### src/assert_macros.svh
// ----------------------------------------------------------------------------
// Assertion macros
// Shared concurrent assertion wrappers for the pointer-encoding decoder.
// ----------------------------------------------------------------------------
`ifndef ASSERT_MACROS_SVH
`define ASSERT_MACROS_SVH

// Checked only outside reset.
`define EHPD_ASSERT(name, prop) \
  name: assert property (@(posedge clk_i) disable iff (!rst_ni) prop) \
    else $error("ehpd assertion failed");

// Checked at every edge, reset included.
`define EHPD_ASSERT_RST(name, prop) \
  name: assert property (@(posedge clk_i) prop) \
    else $error("ehpd reset assertion failed");

`endif

### src/ehpd_pkg.sv
// ----------------------------------------------------------------------------
// ehpd_pkg
// Types and codes for the exception-handling pointer-encoding decoder.
// ----------------------------------------------------------------------------
package ehpd_pkg;

  localparam int unsigned PointerBytes = 8;
  localparam int unsigned InDataW      = 144;
  localparam int unsigned OutDataW     = 72;

  typedef enum logic [2:0] {
    ST_OK       = 3'd0,
    ST_LEB_LONG = 3'd1,
    ST_BAD_FMT  = 3'd2,
    ST_BAD_BASE = 3'd3,
    ST_INDIRECT = 3'd4
  } status_e;

  // Low nibble of the encoding byte
  localparam logic [3:0] FMT_ABS  = 4'h0;
  localparam logic [3:0] FMT_ULEB = 4'h1;
  localparam logic [3:0] FMT_U2   = 4'h2;
  localparam logic [3:0] FMT_U4   = 4'h3;
  localparam logic [3:0] FMT_U8   = 4'h4;
  localparam logic [3:0] FMT_SLEB = 4'h9;
  localparam logic [3:0] FMT_S2   = 4'ha;
  localparam logic [3:0] FMT_S4   = 4'hb;
  localparam logic [3:0] FMT_S8   = 4'hc;

  // Bits 6:4 of the encoding byte
  localparam logic [2:0] BASE_ABS    = 3'd0;
  localparam logic [2:0] BASE_PCREL  = 3'd1;
  localparam logic [2:0] BASE_REGION = 3'd2;

  typedef struct packed {
    logic        first;
    logic [7:0]  data_byte;
    logic [7:0]  encoding;
    logic [63:0] field_address;
    logic [63:0] region_base;
  } ehpd_req_t;

  typedef struct packed {
    logic [63:0] value;
    status_e     status;
    logic [3:0]  byte_count;
  } ehpd_res_t;

endpackage

### src/ehpd_core.sv
// ----------------------------------------------------------------------------
// ehpd_core
// Per-byte decode step: accumulator, shift and field state, base addition.
// ----------------------------------------------------------------------------
module ehpd_core (
  input  logic                clk_i,
  input  logic                rst_ni,
  input  logic                step_i,
  input  ehpd_pkg::ehpd_req_t req_i,
  output logic                res_vld_o,
  output ehpd_pkg::ehpd_res_t res_o
);
  import ehpd_pkg::*;

  logic        busy_q, busy_d;
  logic [63:0] acc_q;
  logic [6:0]  shift_q;
  logic [3:0]  taken_q;
  logic [7:0]  enc_q;
  logic [63:0] fa_q, rb_q;

  logic        live, fin, leb_long, bad_fmt, bad_base;
  logic [7:0]  enc, bpart;
  logic [3:0]  fmt, bt0, bt1, need;
  logic [6:0]  sh0, sh1;
  logic [63:0] fa, rb, acc0, acc_or, acc1, contrib, raw, sum;

  always_comb begin
    live  = req_i.first | busy_q;
    enc   = req_i.first ? req_i.encoding      : enc_q;
    fa    = req_i.first ? req_i.field_address : fa_q;
    rb    = req_i.first ? req_i.region_base   : rb_q;
    acc0  = req_i.first ? '0                  : acc_q;
    sh0   = req_i.first ? '0                  : shift_q;
    bt0   = req_i.first ? '0                  : taken_q;
    bt1   = (bt0 != 4'hf) ? bt0 + 4'd1 : bt0;
    fmt   = enc[3:0];

    // LEB bytes carry 7 payload bits
    bpart   = (fmt == FMT_ULEB || fmt == FMT_SLEB) ? {1'b0, req_i.data_byte[6:0]}
                                                     : req_i.data_byte;
    contrib = sh0[6] ? '0 : ({56'b0, bpart} << sh0[5:0]);
    acc_or  = acc0 | contrib;

    acc1     = acc0;
    sh1      = sh0;
    fin      = 1'b0;
    leb_long = 1'b0;
    bad_fmt  = 1'b0;
    need     = '0;

    case (fmt)
      FMT_ULEB: begin
        acc1 = acc_or;
        if (!req_i.data_byte[7]) begin
          fin = 1'b1;
        end else begin
          sh1      = sh0 + 7'd7;
          leb_long = sh1[6];
        end
      end
      FMT_SLEB: begin
        acc1 = acc_or;
        sh1  = sh0 + 7'd7;
        if (req_i.data_byte[7]) begin
          leb_long = sh1[6];
        end else begin
          if (!sh1[6] && req_i.data_byte[6]) begin
            acc1 = acc_or | ({64{1'b1}} << sh1[5:0]);
          end
          fin = 1'b1;
        end
      end
      FMT_ABS, FMT_U2, FMT_U4, FMT_U8, FMT_S2, FMT_S4, FMT_S8: begin
        acc1 = acc_or;
        sh1  = sh0 + 7'd8;
        case (fmt)
          FMT_ABS:        need = 4'(PointerBytes);
          FMT_U2, FMT_S2: need = 4'd2;
          FMT_U4, FMT_S4: need = 4'd4;
          default:        need = 4'd8;
        endcase
        fin = (bt1 >= need);
      end
      default: bad_fmt = 1'b1;
    endcase

    case (fmt)
      FMT_S2:  raw = {{48{acc1[15]}}, acc1[15:0]};
      FMT_S4:  raw = {{32{acc1[31]}}, acc1[31:0]};
      default: raw = acc1;
    endcase

    bad_base = 1'b0;
    case (enc[6:4])
      BASE_ABS:    sum = raw;
      BASE_PCREL:  sum = raw + fa;
      BASE_REGION: sum = raw + rb;
      default: begin
        sum      = '0;
        bad_base = 1'b1;
      end
    endcase

    res_o.byte_count = bt1;
    if (bad_fmt) begin
      res_o.value  = '0;
      res_o.status = ST_BAD_FMT;
    end else if (leb_long) begin
      res_o.value  = '0;
      res_o.status = ST_LEB_LONG;
    end else if (bad_base) begin
      res_o.value  = '0;
      res_o.status = ST_BAD_BASE;
    end else if (enc[7]) begin
      res_o.value  = sum;
      res_o.status = ST_INDIRECT;
    end else begin
      res_o.value  = sum;
      res_o.status = ST_OK;
    end

    res_vld_o = step_i & live & (fin | leb_long | bad_fmt);
    busy_d    = (step_i & live) ? !(fin | leb_long | bad_fmt) : busy_q;
  end

  always_ff @(posedge clk_i or negedge rst_ni) begin
    if (!rst_ni) begin
      busy_q <= 1'b0;
    end else begin
      busy_q <= busy_d;
    end
  end

  // Field state only matters while busy, so it carries no reset.
  always_ff @(posedge clk_i) begin
    if (step_i && live) begin
      acc_q   <= acc1;
      shift_q <= sh1;
      taken_q <= bt1;
      enc_q   <= enc;
      fa_q    <= fa;
      rb_q    <= rb;
    end
  end

endmodule

### src/eh_pointer_encoding_decoder.sv
// ----------------------------------------------------------------------------
// eh_pointer_encoding_decoder
// Streaming decoder for exception-handling table pointer encodings.
// ----------------------------------------------------------------------------
// Usage:
//   Slave channel: one byte of an encoded field per request. tuser marks the
//   first byte of a field; on that byte the encoding, the field address and
//   the region base in tdata are latched for the rest of the field.
//   Master channel: one request per completed field with the value after base
//   addition, a status code and the number of bytes consumed.
// Timing:
//   One byte is taken every cycle unless the output stalls. A byte goes to an input register, then
//   through one decode step (shift/OR into the accumulator and a 64-bit base
//   add) into the output register, from which the result of a field's last byte
//   is offered. Throughput is one byte per cycle while the output does not stall,
//   set by the single accumulator update per byte.
// Reset:
//   Both stages empty and the decoder idle; bytes not marked first are
//   dropped until a first byte arrives.
// Stall:
//   While the output request waits, the input register holds and s_axis_tready
//   falls once it is full; nothing is lost.
// ----------------------------------------------------------------------------
`include "assert_macros.svh"

module eh_pointer_encoding_decoder (
  input  logic                          clk_i,
  input  logic                          rst_ni,
  input  logic                          s_axis_tvalid,
  output logic                          s_axis_tready,
  // data_byte[7:0], encoding[15:8], field_address[79:16], region_base[143:80]
  input  logic [ehpd_pkg::InDataW-1:0]  s_axis_tdata,
  // first[0]
  input  logic [0:0]                    s_axis_tuser,
  output logic                          m_axis_tvalid,
  input  logic                          m_axis_tready,
  // value[63:0], status[66:64], byte_count[70:67], zero pad[71]
  output logic [ehpd_pkg::OutDataW-1:0] m_axis_tdata
);
  import ehpd_pkg::*;

  logic      in_vld_q, in_vld_d;
  ehpd_req_t in_req_q, in_req_d;
  logic      out_vld_q, out_vld_d;
  ehpd_res_t out_res_q;

  logic      out_free, accept, step, res_vld;
  ehpd_res_t res;

  assign out_free      = !out_vld_q || m_axis_tready;
  assign s_axis_tready = !in_vld_q || out_free;
  assign accept        = s_axis_tvalid && s_axis_tready;
  assign step          = in_vld_q && out_free;

  always_comb begin
    in_req_d.first         = s_axis_tuser[0];
    in_req_d.data_byte     = s_axis_tdata[7:0];
    in_req_d.encoding      = s_axis_tdata[15:8];
    in_req_d.field_address = s_axis_tdata[79:16];
    in_req_d.region_base   = s_axis_tdata[143:80];

    if (accept) begin
      in_vld_d = 1'b1;
    end else if (step) begin
      in_vld_d = 1'b0;
    end else begin
      in_vld_d = in_vld_q;
    end

    out_vld_d = out_free ? (step && res_vld) : out_vld_q;
  end

  ehpd_core u_core (
    .clk_i     (clk_i),
    .rst_ni    (rst_ni),
    .step_i    (step),
    .req_i     (in_req_q),
    .res_vld_o (res_vld),
    .res_o     (res)
  );

  always_ff @(posedge clk_i or negedge rst_ni) begin
    if (!rst_ni) begin
      in_vld_q  <= 1'b0;
      out_vld_q <= 1'b0;
    end else begin
      in_vld_q  <= in_vld_d;
      out_vld_q <= out_vld_d;
    end
  end

  always_ff @(posedge clk_i) begin
    if (accept) begin
      in_req_q <= in_req_d;
    end
    if (out_free) begin
      out_res_q <= res;
    end
  end

  assign m_axis_tvalid = out_vld_q;
  assign m_axis_tdata  = {1'b0, out_res_q.byte_count, out_res_q.status, out_res_q.value};

  `EHPD_ASSERT(a_badfmt_one_byte,
    out_vld_q && out_res_q.status == ST_BAD_FMT |-> out_res_q.byte_count == 4'd1)
  `EHPD_ASSERT(a_leb_long_ten_bytes,
    out_vld_q && out_res_q.status == ST_LEB_LONG |-> out_res_q.byte_count == 4'd10)
  `EHPD_ASSERT(a_error_value_zero,
    out_vld_q && (out_res_q.status == ST_LEB_LONG || out_res_q.status == ST_BAD_FMT ||
                  out_res_q.status == ST_BAD_BASE) |-> out_res_q.value == '0)
  `EHPD_ASSERT(a_in_stage_holds,
    in_vld_q && !out_free |=> in_vld_q && $stable(in_req_q))
  `EHPD_ASSERT_RST(a_reset_empty,
    !rst_ni |=> !in_vld_q && !out_vld_q)

endmodule
### config.mk
export PLATFORM = sky130hd
export DESIGN_NAME = eh_pointer_encoding_decoder
export DESIGN_NICKNAME = d
export VERILOG_FILES = /design/src/ehpd_pkg.sv /design/src/ehpd_core.sv /design/src/eh_pointer_encoding_decoder.sv
export VERILOG_INCLUDE_DIRS = /design/src /design/src/src
export SDC_FILE = /design/constraint.sdc
export NUM_CORES = 1
export LEC_CHECK = 0
export ABC_AREA = 1
export BUFFER_PORTS_ARGS = -buffer_cell sky130_fd_sc_hd__buf_2
export CORE_MARGIN = 2
export CORE_UTILIZATION = 45
export CTS_CLUSTER_DIAMETER = 50
export CTS_CLUSTER_SIZE = 40
export DETAILED_ROUTE_END_ITERATION = 10
export PLACE_DENSITY_LB_ADDON = 0.08
export RECOVER_POWER = 100
export REMOVE_ABC_BUFFERS = 1
export SLEW_MARGIN = 40
export SYNTH_ARGS = -nofsm -noshare
export SYNTH_HDL_FRONTEND = slang
export SYNTH_SLANG_ARGS = --single-unit
### constraint.sdc
create_clock -name clk_i -period 12.7 [get_ports clk_i]
set_clock_uncertainty 0.2 [all_clocks]
set_input_delay 0.635 -clock clk_i [delete_from_list [all_inputs] [get_ports clk_i]]
set_output_delay 0.635 -clock clk_i [all_outputs]
set_load 0.01 [all_outputs]
==> results.cfg, run 1 <==
[finish]
final_cells = 3720
layout-drive-gt1-share = 0.104
postLayoutCoreUtil = 0.536
area_delta_synth_final_pct = 17.7
n_antenna_cell = 0
nNetsFinal = 3216
final_area_um2 = 28200

[timing]
max_freq_mhz = 97.2
tightest_slew_ns = 4.31
worst_hold_slack_ns = 0.0223
final.min_clock_period_ns = 10.28
fin_crit_sh = 0.810
final_hold_viol_count = 0
setup_viol = 0
relSlewSlack = -1.88
rsz0062_at_grt = false
slew_viol_final = 644

[yosys]
postSynth.asyncResetShare = 0.00698
synth_edf_count = 427
synth-seq-cells = 430
syn-cell-area_um2 = 23900
syn_area_per_cell_um2 = 8.82
synth_seq_area_share = 0.539
synthFlopType = edfxtp_1
synth_cell_types = 56
yosysWarnings = 0
syn_inst = 2711

[die]
core_region_area_um2 = 52600
die_area_um2 = 55000
die_w_um = 235
start_util = 0.455
ios = 223
rows = 84
die_y_um = 235

[critical_path]
start_kind = flop
crit_path_top_delay_cell = clkbuf_1
cp-end-kind = flop
slowest_delay_ns = 1.58
required_ns = 12.73
critPathMaxFanout = 118
critPathKind = flop to flop
r2r-start = in_req_q[144]
cp-startpoint = in_req_q[144]
crit_top_cell = nand2_1
crit_buf_inv = 7
crit_family = buffers and inverters
cp.arrival_ns = 10.32

[global_route]
antenna_found_initial = 1
grt_start_max_net_pins = 119
grt.total_usage = 0.280
grt_pass1_vias = 19839
grt_pass1_wl_um = 116000
grt-ovfl-total = 0

[clock_tree]
clk_latency_ns = 0.62
cts_buffers = 46
clkSinkCount = 430
cts_root_buffer = clkbuf_16
cts_max_path_buffers = 3
cts_hold_buf = 105
clkTransAtPathRegs_ns = 0.07
cts_tree = yes
htreeDepth = 2
post_cts_buffers = 0
ctsResizeCount = 0

[route]
avgRoutedWirePerCell_um = 20.9
antenna_left = 0
vias = 20591
vias_per_cell = 5.54
dr.pass1.iters = 7
wirelength_um = 77800
post-route-drc-count = 0
drt_iter0_markers = 1697

[power]
power_mw = 6.01
comb_power_share = 0.399
p_int_mw = 3.53
p_per_area_nw_per_um2 = 214
peakVddDrop_mv = 0.160
clockPowerShare = 0.245
p_switching_mw = 2.49
p_leak_nw = 12.0
switching_share = 0.414
p_seq_frac = 0.356

[outcome]
status = complete, but fails checks
violations = capacitance limit, slew limit

[job]
cap_violations = 11

[placed_design]
place_congestion = 0.930
dp_hpwl_um = 56300
dp_cells = 3529
io_buffers = 221
place_area_um2 = 25600

[min_path]
worstHoldStart = s_axis_tdata[120]
hold_class = primary input to flop
[flip-flops by register name, summed over array words and instances (netlist names)]
name / cells
m_axis_tdata: 71
u_core.acc_q: 64
in_req_q: 145
u_core.taken_q: 4
u_core.busy_q: 1
m_axis_tvalid: 1
u_core.rb_q: 64
u_core.shift_q: 7
in_vld_q: 1
u_core.enc_q: 8
u_core.fa_q: 64
[cells by family after synthesis]
| family | share of synthesized area |
|---|---|
| flops | 0.539 |
| xor+xnor | 0.00178 |
| mux | 0.000837 |
| simple gates | 0.211 |
| buf+inv | 0.0587 |
| fa+ha+maj | 0.0385 |
| compound gates | 0.150 |
| other cells | 0.000157 |
[layout by cell type, fill, tap and decap left out, types with 18 or more instances in the layout]
cell type / instances
nand3_1: 96
o211ai_1: 18
o21ai_0: 165
or2_2: 34
dlygate4sd3_1: 105
clkbuf_16: 47
edfxtp_1: 427
clkbuf_1: 92
nand2_1: 819
nor2_1: 213
nand4_1: 18
buf_2: 140
a31oi_1: 88
a22o_1: 21
ha_1: 72
a21oi_1: 204
inv_1: 233
o21ai_1: 18
nor3_1: 19
[worst paths after layout]
path                                     to  slack (ns)  cells after the start
setup / recovery           m_axis_tdata[56]        2.42                     28
hold / removal                 in_req_q[40]        0.02                      1
setup reg to reg           m_axis_tdata[56]        2.42                     28
hold reg to reg               u_core.busy_q        0.30                      1
max in group asynchronous     m_axis_tvalid       11.95                      2
min in group asynchronous          in_vld_q        0.19                      2
[cells in the mapped netlist, drive strengths merged (2+ instances only)]
master	count	area, um2
clkbuf	80	300
o211ai	18	135
a31o	3	26.3
a21oi	204	1020
a221oi	5	43.8
nor4	7	43.8
mux2i	2	20.0
o31ai	6	45.0
edfxtp	427	12800
a21boi	10	75.1
buf	32	178
o2111ai	2	17.5
nor2	225	891
o221ai	6	52.6
o21a	16	120
o22ai	5	31.3
ha	72	901
nor3	21	115
dfrtp	3	75.1
a22oi	15	113
xor2	4	42.6
nand2	824	3130
nand3	97	510
inv	246	926
a31oi	88	551
a21o	13	97.6
o21bai	4	30.0
or2	35	219
a22o	21	184
o21ai	194	1010
nand4	19	125
[per-stage QoR]
stage,worst slack [ns],TNS [ns]
finish,2.42,0
global route,1.62,0
CTS,3.84,0
detailed placement,3.87,0
global placement,4.03,0
floorplan,-2.22,-354.97
[area by class of cell]
class / instances / area [um2]
fill: 4917 / 24400
sequential: 430 / 12900
multi-input combinational: 1923 / 9590
timing repair buffer: 347 / 2180
clock buffer: 48 / 1180
inverter: 246 / 935
tap: 688 / 861
clock inverter: 38 / 514
[worst register-to-register path, delay by kind of cell, from the launching register on]
kind            cells  cell delay [ns]
fa+ha+maj           2             0.84
simple gates       11             2.74
xor+xnor            1             0.18
buf+inv             7             4.09
flops               1             0.33
compound gates      7             1.54
[power groups by stage]
| stage | combinational, mW | clock, mW | sequential (mW) |
|---|---|---|---|
| floorplan | 1.49 | 0 | 2.25 |
| global placement | 2.35 | 0 | 2.14 |
| detailed placement | 2.38 | 0 | 2.14 |
| CTS | 2.42 | 1.49 | 2.12 |
| global route | 2.64 | 1.55 | 2.18 |
| finish | 2.40 | 1.47 | 2.14 |
[metal layers]
| metal | wire [um] | vias to the layer above | track usage | share of wire |
|---|---|---|---|---|
| met3 | 4520 | 107 | 0.0373 | 0.058 |
| li1 | - | 9957 | - | - |
| met1 | 36300 | 9894 | 0.406 | 0.47 |
| met5 | 0 | - | 0 | 0 |
| met2 | 35200 | 633 | 0.441 | 0.45 |
| met4 | 1860 | 0 | 0.0767 | 0.024 |
(Power assumes the default switching activity.)
==> run 2, diff against run 1 <==
- clock period: 12.7 -> 9.5 ns (I/O delays scaled with it)
==> results.cfg, run 2 (synthesis gave the netlist of run 1 again) <==
[finish]
largest_register = in_req_q
postLayoutCoreUtil = 0.546
multi_input_area_um2 = 9630
layout-drive-gt1-share = 0.104
final_cell_mix = nand2_1, edfxtp_1, inv_1
fill_cells = 4790
n_antenna_cell = 0
nNetsFinal = 3267
final_common_cell = nand2_1
seq_area_um2 = 12900
final_cells = 3773
largest_reg_flops = 145
area_delta_synth_final_pct = 20.0

[route]
vias_per_cell = 5.55
post-route-drc-count = 0
drt_iter0_markers = 2013
antenna_left = 0
avgRoutedWirePerCell_um = 21.0
vias = 20956
wirelength_um = 79300
dr.pass1.iters = 6

[global_route]
grt_util_met1 = 0.414
use_met2 = 0.451
grt_start_max_net_pins = 152
antenna_found_initial = 2
grt-ovfl-total = 0
grt.total_usage = 0.284
grt_pass1_vias = 19963
busiest_layer = met2
grt_pass1_wl_um = 118000
met3_usage = 0.0365

[min_path]
hold_class = primary input to flop

[placed_design]
dp_hpwl_um = 57300
dp_cells = 3533
place_congestion = 0.955
preCtsSetupSlack_ns = 1.95
io_buffers = 221

[timing]
tightest_slew_ns = 4.10
relSlewSlack = -1.75
slew_viol_final = 570
final_hold_viol_count = 0
final.min_clock_period_ns = 8.26
fin_crit_sh = 0.870
setup_slack_ns = 1.24
fin_tns_setup_ns = 0
setup_viol = 0
max_freq_mhz = 121
rsz0062_at_grt = false

[power]
peakVddDrop_mv = 0.201
p_seq_frac = 0.353
switching_share = 0.420
comb_power_share = 0.400
p_switching_mw = 3.41
p_per_area_nw_per_um2 = 283
p_leak_nw = 12.2
p_int_mw = 4.70
clockPowerShare = 0.246

[die]
core_region_area_um2 = 52600
die_area_um2 = 55000
rows = 84
die_y_um = 235
ios = 223
start_util = 0.455
die_w_um = 235

[clock_tree]
clk_latency_ns = 0.64
cts_hold_buf = 148
cts_tree = yes
cts_root_buffer = clkbuf_16
ctsResizeCount = 0
htreeDepth = 2
clkTransAtPathRegs_ns = 0.07
post_cts_buffers = 0
cts_max_path_buffers = 3
clkSinkCount = 430
cts_buffers = 49

[outcome]
violations = capacitance limit, slew limit
status = complete, but fails checks

[critical_path]
cp.arrival_ns = 8.40
required_ns = 9.64
critPathKind = flop to flop
cp-end-kind = flop
critPathMaxFanout = 27
start_kind = flop

[job]
cap_violations = 9
==> run 2: changes by cell type in the layout (fill, tap and decap cells not counted), sizes merged <==
cell,before,now
clkinv,18,16
clkbuf,139,155
dlygate4sd3,105,148
clkinvlp,6,5
inv,255,261
buf,151,145
bufinv,5,2
==> run 2: final timing paths <==
kind	startpoint	endpoint	slack, ns	cells after the start
setup / recovery	in_req_q[144]	m_axis_tdata[21]	1.24	26
hold / removal	m_axis_tready	in_vld_q	0.05	4
setup reg to reg	in_req_q[144]	m_axis_tdata[21]	1.24	26
hold reg to reg	u_core.busy_q	u_core.busy_q	0.29	1
max in group asynchronous	rst_ni	u_core.busy_q	8.43	3
min in group asynchronous	rst_ni	in_vld_q	0.53	3
==> run 2: power groups by stage <==
| stage | logic (mW) | registers [mW] | clock network [mW] |
|---|---|---|---|
| 3_5_place_dp | 3.19 | 2.87 | 0 |
| 2_1_floorplan | 1.99 | 3.01 | 0 |
| 3_3_place_gp | 3.17 | 2.87 | 0 |
| 4_1_cts | 3.25 | 2.84 | 2.03 |
| 6_report | 3.25 | 2.87 | 2.00 |
| 5_1_grt | 3.57 | 2.91 | 2.10 |
==> run 2: stage by stage <==
stage | total power [mW] | cell area (um2) | hold WS (ns)
after detailed placement | 6.06 | 25700 | 0.0749
after CTS | 8.12 | 28900 | 0.0567
after global placement | 6.03 | 25600 | 0.0707
final | 8.11 | 28700 | 0.0473
after global routing | 8.57 | 28700 | 0.0797
after floorplan | 5.00 | 23400 | -0.0206
==> run 2: worst max-delay path, cell delays in order, from the launching register on <==
cell	delay [ns]
edfxtp_1	0.62
clkbuf_1	0.62
buf_4	0.44
nand2_1	0.09
nand2_1	0.25
inv_1	0.18
nor2_1	0.12
a21oi_1	0.12
inv_1	0.20
nor2_2	0.05
buf_4	0.19
inv_2	0.30
clkbuf_1	0.95
a22oi_1	0.29
inv_1	0.18
ha_1	0.24
nand3_1	0.07
nand2_1	0.10
a21oi_1	0.30
o21ai_1	0.24
a21oi_1	0.39
o21ai_0	0.22
a21oi_1	0.57
o21ai_0	0.43
or2_2	0.39
nand3_1	0.09
a21oi_1	0.11
==> run 2: routing by layer <==
metal | routed length (um) | up-vias
met3 | 4780 | 114
met2 | 36300 | 783
met4 | 1600 | 0
li1 | - | 10042
met5 | 0 | -
met1 | 36600 | 10017
==> run 2: cell type report <==
class,count,share of cell area
inverters,246,0.0326
well taps,688,0.0300
multi-input cells,1923,0.335
flip-flops and latches,430,0.449
repair buffers,395,0.0922
clock inverters,38,0.0175
clock buffers,53,0.0432
